==> config.mk <==
export PLATFORM = sky130hd
export DESIGN_NAME = ils_front_flat
export DESIGN_NICKNAME = d
export VERILOG_FILES = /design/src/rtl/ils_pkg.sv /design/src/rtl/ils_if.sv /design/src/rtl/ils_front.sv /design/src/flat_wrapper.sv
export SDC_FILE = /design/constraint.sdc
export NUM_CORES = 1
export LEC_CHECK = 0
export ABC_CLOCK_PERIOD_IN_PS = 2600
export BUFFER_PORTS_ARGS = -buffer_cell sky130_fd_sc_hd__buf_4
export CORE_ASPECT_RATIO = 1.1
export CORE_MARGIN = 2
export CORE_UTILIZATION = 30
export DETAILED_ROUTE_END_ITERATION = 10
export REMOVE_ABC_BUFFERS = 1
export SLEW_MARGIN = 10
export SYNTH_ARGS = -nofsm -noshare
export SYNTH_HDL_FRONTEND = slang
export SYNTH_SLANG_ARGS = --single-unit
==> constraint.sdc <==
create_clock -name i_clk -period 2.6 [get_ports i_clk]
set_input_delay 0.39 -clock i_clk [delete_from_list [all_inputs] [get_ports i_clk]]
set_output_delay 0.39 -clock i_clk [all_outputs]
set_load 0.005 [all_outputs]
==> src/rtl/ils_pkg.sv <==
// Shared types and constants for the indexed list store.
`default_nettype none

package ils_pkg;

    // Element storage depth and derived index width.
    localparam int CAPACITY = 64;
    localparam int IDX_W    = $clog2(CAPACITY);

    // Field widths fixed by the request and result formats.
    localparam int TYPE_W   = 4;
    localparam int POS_W    = 7;
    localparam int DATA_W   = 32;
    localparam int COUNT_W  = 7;
    localparam int STATUS_W = 2;

    // Request codes as they arrive on the request channel.
    typedef enum logic [TYPE_W-1:0] {
        REQ_PUSH_BACK  = 4'd0,
        REQ_PUSH_FRONT = 4'd1,
        REQ_POP_BACK   = 4'd2,
        REQ_POP_FRONT  = 4'd3,
        REQ_READ       = 4'd4,
        REQ_INSERT     = 4'd5,
        REQ_DELETE     = 4'd6,
        REQ_OVERWRITE  = 4'd7,
        REQ_CLEAR      = 4'd8
    } t_req_code;

    // Result status codes.
    typedef enum logic [STATUS_W-1:0] {
        ST_OK    = 2'd0,
        ST_RANGE = 2'd1,
        ST_FULL  = 2'd2,
        ST_EMPTY = 2'd3
    } t_status;

    // Decoded operation, one-hot, handed from the front end to the back end.
    typedef enum logic [9:0] {
        OP_NOP        = 10'b00_0000_0001,
        OP_PUSH_BACK  = 10'b00_0000_0010,
        OP_PUSH_FRONT = 10'b00_0000_0100,
        OP_POP_BACK   = 10'b00_0000_1000,
        OP_POP_FRONT  = 10'b00_0001_0000,
        OP_READ       = 10'b00_0010_0000,
        OP_INSERT     = 10'b00_0100_0000,
        OP_DELETE     = 10'b00_1000_0000,
        OP_OVERWRITE  = 10'b01_0000_0000,
        OP_CLEAR      = 10'b10_0000_0000
    } t_op;

    // One decoded request waiting in the queue.
    typedef struct packed {
        t_op                     op;
        logic [POS_W-1:0]        position;
        logic signed [DATA_W-1:0] value;
    } t_cmd;

    // Queue-to-back-end handshake group.
    typedef struct packed {
        logic valid;
        t_cmd cmd;
    } t_cmd_chan;

endpackage

`default_nettype wire

==> src/rtl/ils_if.sv <==
// Request and result channel interfaces of the indexed list store.
`default_nettype none

interface ils_req_if;
    logic                                 valid;
    logic                                 ready;
    logic [ils_pkg::TYPE_W-1:0]           req_type;
    logic [ils_pkg::POS_W-1:0]            position;
    logic signed [ils_pkg::DATA_W-1:0]    value;

    modport source (output valid, output req_type, output position, output value,
                    input ready);
    modport sink   (input valid, input req_type, input position, input value,
                    output ready);
endinterface


`default_nettype wire

==> src/rtl/ils_front.sv <==
// Front end: accepts requests, decodes them and buffers them in a two-entry queue.
`default_nettype none

module ils_front (
    input  wire logic           i_clk,
    input  wire logic           i_rst_n,
    ils_req_if.sink             i_req,
    output ils_pkg::t_cmd_chan  o_cmd,
    input  wire logic           i_cmd_ready
);

    ils_pkg::t_cmd r_q [2];
    logic          r_wr_ptr;
    logic          r_rd_ptr;
    logic [1:0]    r_fill;
    logic [1:0]    n_fill;
    ils_pkg::t_cmd w_dec;
    logic          w_push;
    logic          w_pop;

    // Translate the request code into a one-hot operation; unused codes do nothing.
    always_comb begin
        w_dec.position = i_req.position;
        w_dec.value    = i_req.value;
        unique case (i_req.req_type)
            ils_pkg::REQ_PUSH_BACK:  w_dec.op = ils_pkg::OP_PUSH_BACK;
            ils_pkg::REQ_PUSH_FRONT: w_dec.op = ils_pkg::OP_PUSH_FRONT;
            ils_pkg::REQ_POP_BACK:   w_dec.op = ils_pkg::OP_POP_BACK;
            ils_pkg::REQ_POP_FRONT:  w_dec.op = ils_pkg::OP_POP_FRONT;
            ils_pkg::REQ_READ:       w_dec.op = ils_pkg::OP_READ;
            ils_pkg::REQ_INSERT:     w_dec.op = ils_pkg::OP_INSERT;
            ils_pkg::REQ_DELETE:     w_dec.op = ils_pkg::OP_DELETE;
            ils_pkg::REQ_OVERWRITE:  w_dec.op = ils_pkg::OP_OVERWRITE;
            ils_pkg::REQ_CLEAR:      w_dec.op = ils_pkg::OP_CLEAR;
            default:                 w_dec.op = ils_pkg::OP_NOP;
        endcase
    end

    // Queue handshakes on both sides.
    assign i_req.ready = (r_fill != 2'd2);
    assign w_push      = i_req.valid && i_req.ready;
    assign o_cmd.valid = (r_fill != 2'd0);
    assign o_cmd.cmd   = r_q[r_rd_ptr];
    assign w_pop       = o_cmd.valid && i_cmd_ready;

    always_comb begin
        n_fill = r_fill;
        if (w_push && !w_pop) begin
            n_fill = r_fill + 2'd1;
        end else if (w_pop && !w_push) begin
            n_fill = r_fill - 2'd1;
        end
    end

    // Queue pointers and fill level.
    always_ff @(posedge i_clk) begin
        if (!i_rst_n) begin
            r_wr_ptr <= 1'b0;
            r_rd_ptr <= 1'b0;
            r_fill   <= 2'd0;
        end else begin
            r_fill <= n_fill;
            if (w_push) begin
                r_wr_ptr <= ~r_wr_ptr;
            end
            if (w_pop) begin
                r_rd_ptr <= ~r_rd_ptr;
            end
        end
    end

    // Queue storage.
    always_ff @(posedge i_clk) begin
        if (w_push) begin
            r_q[r_wr_ptr] <= w_dec;
        end
    end

endmodule

`default_nettype wire

==> src/flat_wrapper.sv <==
// flat-port wrapper written by rule: the top's interface ports become plain ports
module ils_front_flat 
  (i_clk, i_rst_n, o_cmd, i_cmd_ready, i_req_valid, i_req_req_type, i_req_position, i_req_value, i_req_ready);
  ils_req_if i_req_i ();
  input  wire logic i_clk;
  input  wire logic i_rst_n;
  output ils_pkg::t_cmd_chan o_cmd;
  input  wire logic i_cmd_ready;
  input wire logic [$bits(i_req_i.valid)-1:0] i_req_valid;
  input wire logic [$bits(i_req_i.req_type)-1:0] i_req_req_type;
  input wire logic [$bits(i_req_i.position)-1:0] i_req_position;
  input wire logic [$bits(i_req_i.value)-1:0] i_req_value;
  output wire logic [$bits(i_req_i.ready)-1:0] i_req_ready;
  assign i_req_i.valid = i_req_valid;
  assign i_req_i.req_type = i_req_req_type;
  assign i_req_i.position = i_req_position;
  assign i_req_i.value = i_req_value;
  assign i_req_ready = i_req_i.ready;
  ils_front u_core (.i_clk(i_clk), .i_rst_n(i_rst_n), .i_req(i_req_i), .o_cmd(o_cmd), .i_cmd_ready(i_cmd_ready));
endmodule
==> results of run 1 <==
-- per-stage QoR --
stage	std cells	area (sq um)	total power, W
2_1_floorplan	186	3810	0.00277
3_5_place_dp	443	4800	0.00341
3_3_place_gp	443	4800	0.00339
5_1_grt	459	5090	0.00488
6_report	459	5090	0.00463
4_1_cts	459	5090	0.00472
-- layout by cell type, fill, tap and decap left out, drive strengths merged, types with 2 or more instances in the layout --
cell,netlist,layout
xnor2,2,2
nor2,3,3
inv,1,2
nor3,5,5
clkinv,0,3
buf,5,100
a21boi,2,2
edfxtp,98,98
dfxtp,5,5
o21ai,2,2
mux2,49,49
and2,5,5
clkbuf,0,10
nand2b,4,4
-- layout make-up --
type | count | share of cell area
repair buffers | 100 | 0.155
well taps | 157 | 0.0386
clock buffers | 10 | 0.0450
inverters | 1 | 0.000737
flip-flops and latches | 103 | 0.598
clock inverters | 6 | 0.0118
multi-input cells | 82 | 0.151
-- logic make-up (layout without fill, tap and decap cells) --
group,after synthesis,after routing,share of synthesized area
muxes,49,49,0.143
buffers and inverters,6,117,0.00975
AOI/OAI and AO/OA,5,5,0.00910
and+or+nand+nor,24,24,0.0371
DFF,103,103,0.791
adders and majority gates,1,1,0.00325
xor gates and xnor gates,3,3,0.00683
-- cell usage after synthesis, drive strengths merged (2+ instances only) --
| cell type | count |
|---|---|
| a21boi | 2 |
| and2 | 5 |
| buf | 5 |
| dfxtp | 5 |
| edfxtp | 98 |
| mux2 | 49 |
| nand2b | 4 |
| nor2 | 3 |
| nor3 | 5 |
| o21ai | 2 |
| xnor2 | 2 |
-- power by group through the flow --
stage	logic, W	clock network [W]	registers, W
2_1_floorplan	0.000540	0	0.00223
3_5_place_dp	0.00119	0	0.00221
6_report	0.00116	0.00129	0.00217
4_1_cts	0.00120	0.00134	0.00218
3_3_place_gp	0.00119	0	0.00220
5_1_grt	0.00127	0.00141	0.00220
-- path summary, 6_finish.rpt --
kind	from	slack [ns]	endpoint
hold reg to reg	u_core.r_fill[1]	0.56	u_core.r_fill[1]
setup / recovery	flop	0.44	o_cmd[27]
setup reg to reg	u_core.r_fill[0]	0.81	u_core.r_q[1][6]
hold / removal	i_req_value[21]	0.23	u_core.r_q[0][21]
-- layer usage --
| layer | vias to the layer above | GRT usage | share of wire |
|---|---|---|---|
| met4 | 0 | 0.0595 | 0.024 |
| met1 | 999 | 0.117 | 0.41 |
| met5 | - | 0 | 0 |
| met2 | 58 | 0.174 | 0.52 |
| met3 | 12 | 0.0242 | 0.049 |
| li1 | 955 | - | - |
-- flip-flops by register name, indices dropped and copies added (netlist names), named ones only --
register / cells
u_core.r_q: 98
u_core.r_fill: 2
u_core.r_wr_ptr: 1
u_core.r_rd_ptr: 1
-- worst register-to-register path: stages, from the launching register on --
cell and delay, ns:
dfxtp_1 0.41, nand2b_4 0.19, and3_2 0.60, buf_12 0.29
==> results.sh, run 1 <==
export IMPL_netSwitchingPower_w=0.00111
export IMPL_outcome="finished clean"
export IMPL_synth_top_area_share=0.765
export IMPL_drc=0
export IMPL_p_leak_nw=1.86
export IMPL_antenna_cells=0
export IMPL_pwr_share_comb=0.252
export IMPL_cts_made_buffers=9
export IMPL_htree_levels=3
export IMPL_first_pass_iters=4
export IMPL_port_buffers=97
export IMPL_pwr_density_cell_nw_per_um2=909
export IMPL_dp_slack_ns=0.765
export IMPL_ant_nets=0
export IMPL_p_int_w=0.00351
export IMPL_ios=98
export IMPL_path_depth=3
export IMPL_path_cells="buf_12, mux2_2, buf_4"
export IMPL_syn_to_final_growth_pct=32.3
export IMPL_ys_seq_area_frac=0.791
export IMPL_yosysWarningCount=0
export IMPL_multi_input_area_sq_um=769
export IMPL_p_clk_frac=0.279
export IMPL_die_width_um=112
export IMPL_synth_ff_type="edfxtp_1"
export IMPL_crit_buf_inv=2
export IMPL_worst_pin_slew_ns=0.614
export IMPL_clkTransAtPathRegs_ns=0.07
export IMPL_antenna_found_initial=0
export IMPL_routedWlPerCell_um=14.7
export IMPL_start_util=0.306
export IMPL_arrival_ns=1.77
export IMPL_via_per_inst=4.41
export IMPL_drv_cap=0
export IMPL_synth_area_sq_um=3850
export IMPL_hold_depth=1
export IMPL_p_sw_frac=0.240
export IMPL_setup_worst_path_start_class="flop"
export IMPL_cts_hold_buf=0
export IMPL_period_needed_ns=2.16
export IMPL_clockBufferDepth=2
export IMPL_final_core_util=0.404
export IMPL_synth_seq_cells=103
export IMPL_cp_slowest_cell="dfxtp_2"
export IMPL_async_reset_ff_frac=0
export IMPL_max_freq_mhz=462
export IMPL_worst_ep_required_time_ns=2.21
export IMPL_synth_top_area_cell="edfxtp_1"
export IMPL_cpPeakStageDelay_ns=0.63
export IMPL_hpwl_mm=4.53
export IMPL_syn_inst=191
export IMPL_grt_pass1_vias=2096
export IMPL_fin_crit_sh=0.832
export IMPL_rows=43
export IMPL_grt_usage=0.102
export IMPL_grt_max_degree=33
export IMPL_rsz0062_at_grt="no"
export IMPL_drt_total_wl_mm=6.77
export IMPL_rr_worst_depth=3
export IMPL_fin_ws_ns=0.438
export IMPL_core_sq_um=12600
export IMPL_p_seq_frac=0.469
export IMPL_worstSetupEndpointType="output port"
export IMPL_slew_viol_final=0
export IMPL_fin_tns_setup_ns=0
export IMPL_post_synth_cell_area_avg_sq_um=20.2
export IMPL_critical_path_top_delay_family="flip-flops"
export IMPL_hold_path_class="in2reg"
export IMPL_synth_edff_count=98
export IMPL_seqCellArea_sq_um=3040
export IMPL_dr_total_vias=2024
export IMPL_synth_area_leaders="edfxtp_1 76%, mux2_2 14%, dfxtp_1 2.6%"
export IMPL_fin_nets=345
export IMPL_cts_tree="done"
export IMPL_fp_dieArea_sq_um=13800
export IMPL_place_gp_congestion=0.687
export IMPL_ir_worst_vdd_mv=0.403
export IMPL_cts_sinks=103
export IMPL_root_buffer="clkbuf_16"
export IMPL_setup_viol=0
export IMPL_die_h_um=123
export IMPL_drive_gt1_frac=0.560
export IMPL_insertion_delay_ns=0.34
export IMPL_slew_headroom=0.591
export IMPL_fillers=1190
export IMPL_ctsResizeCount=0
export IMPL_hold_viol_final=0
export IMPL_overflow=0
export IMPL_drt_initial_drc_count=55
export IMPL_finClkSkew_ns=0.00585
export IMPL_crit_type="reg2out"
export IMPL_ys_types=27
export IMPL_cts_setup_buffers=0
export IMPL_grt_pass1_wl_mm=10.5
export IMPL_whs_ns=0.233
export IMPL_critPathMaxFanout=32
No activity file was read; power rests on OpenSTA's default activity.
==> inputs of run 2 (changes only) <==
Settings changed: ABC_AREA from default to 1, ABC_CLOCK_PERIOD_IN_PS 2600 to 2000.
Clock period 2.6 ns to 2 ns, I/O delays scaled along.
==> run 2 against run 1 <==
  * Hold slack worse by 0.093 ns
  * Cell count is 4.6% higher
  * First-iteration DRC count is 25% higher
  * Clock skew is 0.0029 ns lower
  * Synthesized area is 1.4% higher
  * Sequential cell count stayed put
  * Global-route usage is 0.053 points lower
  * Total power is 29% higher
  * Via count is 4.2% higher
==> results.sh, run 2 <==
export IMPL_outcome="finished clean"
export IMPL_synth_seq_cells=103
export IMPL_htree_levels=3
export IMPL_worst_ep_required_time_ns=1.70
export IMPL_post_synth_cell_area_avg_sq_um=18.7
export IMPL_fp_dieArea_sq_um=13900
export IMPL_rows=43
export IMPL_slew_viol_final=0
export IMPL_drt_initial_drc_count=69
export IMPL_crit_buf_inv=2
export IMPL_synth_ff_type="edfxtp_1"
export IMPL_clockBufferDepth=2
export IMPL_grt_pass1_wl_mm=10.4
export IMPL_worstSetupEndpointType="output port"
export IMPL_critPathMaxFanout=21
export IMPL_largest_register_ffs=98
export IMPL_hpwl_mm=4.57
export IMPL_worst_pin_slew_ns=0.358
export IMPL_ctsResizeCount=0
export IMPL_cp_slowest_cell="mux2_2"
export IMPL_cp_endpoint="o_cmd[37]"
export IMPL_cpPeakStageDelay_ns=0.38
export IMPL_antenna_cells=0
export IMPL_dr_total_vias=2108
export IMPL_clkTransAtPathRegs_ns=0.06
export IMPL_syn_inst=209
export IMPL_crit_type="reg2out"
export IMPL_synth_top_area_cell="edfxtp_1"
export IMPL_overflow=0
export IMPL_grt_max_degree=29
export IMPL_critical_path_top_delay_family="buffers and inverters"
export IMPL_async_reset_ff_frac=0
export IMPL_ant_nets=0
export IMPL_reg2reg_to="u_core.r_fill[1]"
export IMPL_cpMostUsedCell="buf_4"
export IMPL_max_freq_mhz=543
export IMPL_ys_types=18
export IMPL_fin_crit_sh=0.920
export IMPL_ir_worst_vdd_mv=0.619
export IMPL_top_regs="u_core.r_q: 98 flops, u_core.r_fill: 2 flops"
export IMPL_synth_area_leaders="edfxtp_1 75%, mux2_2 11%, mux2_4 3.8%"
export IMPL_ios=98
export IMPL_finClkSkew_ns=0.00300
export IMPL_cts_setup_buffers=0
export IMPL_grtUsageMet1=0.118
export IMPL_synth_area_sq_um=3900
export IMPL_cts_tree="done"
export IMPL_yosysMostFrequentCell="edfxtp_1"
export IMPL_drc=0
export IMPL_pwr_density_cell_nw_per_um2=1160
export IMPL_top_register="u_core.r_q"
export IMPL_ys_seq_area_frac=0.780
export IMPL_layout_common_cells="102 x buf_4, 98 x edfxtp_1, 39 x mux2_2"
export IMPL_reg2reg_setup_slack_ns=0.42
export IMPL_drv_cap=0
export IMPL_final_common_cell="buf_4"
export IMPL_drt_total_wl_mm=6.87
export IMPL_die_h_um=124
export IMPL_root_buffer="clkbuf_16"
export IMPL_synth_edff_count=98
export IMPL_antenna_found_initial=0
export IMPL_synth_top_area_share=0.754
export IMPL_setup_worst_path_start_class="flop"
export IMPL_insertion_delay_ns=0.34
export IMPL_cts_hold_buf=0
export IMPL_r2r_start="u_core.r_fill[0]"
export IMPL_start_util=0.309
export IMPL_ys_top_cells_by_count="98 x edfxtp_1, 39 x mux2_2, 17 x nor2_1, 13 x nand2_1, 12 x inv_1"
export IMPL_grt_pass1_vias=2159
export IMPL_die_width_um=113
export IMPL_slew_headroom=0.761
export IMPL_rr_worst_depth=10
export IMPL_arrival_ns=1.54
export IMPL_drive_gt1_frac=0.526
export IMPL_hold_path_class="in2reg"
export IMPL_port_buffers=97
export IMPL_rsz0062_at_grt="no"
export IMPL_cts_sinks=103
export IMPL_final_core_util=0.406
export IMPL_cts_made_buffers=9
export IMPL_path_depth=3
export IMPL_path_cells="buf_4, mux2_2, buf_4"
export IMPL_setup_viol=0
export IMPL_hold_viol_final=0
export IMPL_place_gp_congestion=0.674
export IMPL_fin_tns_setup_ns=0
export IMPL_busiest_layer="met2"
export IMPL_met2_usage=0.162
export IMPL_yosysWarningCount=0
export IMPL_fin_nets=366
export IMPL_period_needed_ns=1.84
export IMPL_routedWlPerCell_um=14.3
export IMPL_grt_usage=0.101
export IMPL_p_leak_nw=1.96
export IMPL_via_per_inst=4.39
export IMPL_syn_to_final_growth_pct=31.7
export IMPL_first_pass_iters=4
export IMPL_use_met3=0.0345
export IMPL_core_sq_um=12600
==> run 2: cell count changes after synthesis, sizes merged, moves of 2 or more <==
cell / delta
and2: -5
nand2b: -4
a21oi: +2
nor2: +14
inv: +11
nor3: -4
a21boi: -2
xnor2: -2
nand2: +12
==> run 2: kinds of logic (layout without fill, tap and decap cells) <==
kind of cell	count (synthesis)	count (layout)	synth area share
buffers and inverters	17	131	0.0241
flip-flops	103	103	0.780
multiplexers	49	49	0.151
adder cells (fa/ha/maj)	1	1	0.00321
AND/OR/NAND/NOR	34	34	0.0346
AO/OA/AOI/OAI	5	5	0.00706
==> run 2: routing by layer <==
| layer | share of wire | wire, um | up-vias |
|---|---|---|---|
| li1 | - | - | 994 |
| met1 | 0.42 | 2900 | 1041 |
| met2 | 0.49 | 3340 | 63 |
| met3 | 0.068 | 468 | 10 |
| met4 | 0.023 | 160 | 0 |
| met5 | 0 | 0 | - |
==> run 2: cell type report <==
class | count | area, sq um
inverters | 12 | 45.0
flip-flops and latches | 103 | 3040
multi-input cells | 89 | 779
fillers | 1165 | 7500
well taps | 157 | 196
repair buffers | 103 | 786
clock buffers | 14 | 274
clock inverters | 2 | 13.8
==> run 2: report_power, final <==
group          total [W]  switching [W]  internal, W  leakage, nW
clock network    0.00167       0.000723     0.000947        0.143
logic            0.00150       0.000665     0.000834        0.851
registers        0.00281      0.0000813      0.00273        0.962
==> run 2: worst min-delay path by stage <==
stage | from | endpoint | cells past startpoint
3_5_place_dp | i_req_position[2] | u_core.r_q[1][34] | 1
3_3_place_gp | u_core.r_rd_ptr | u_core.r_rd_ptr | 2
6_report | i_req_value[2] | u_core.r_q[1][2] | 1
2_1_floorplan | i_req_value[0] | u_core.r_q[0][0] | 0
5_1_grt | i_req_value[4] | u_core.r_q[1][4] | 1
4_1_cts | i_req_value[6] | u_core.r_q[1][6] | 1
==> run 2: through the flow <==
stage               power (W)  std cells  area, sq um  hold slack (ns)  setup WS, ns
floorplan             0.00363        204         3850            0.399         -1.10
global placement      0.00436        464         4850            0.483         0.511
detailed placement    0.00440        464         4850            0.488         0.435
CTS                   0.00610        480         5140            0.119         0.120
global route          0.00629        480         5140            0.123        0.0887
finish                0.00598        480         5140            0.140         0.160
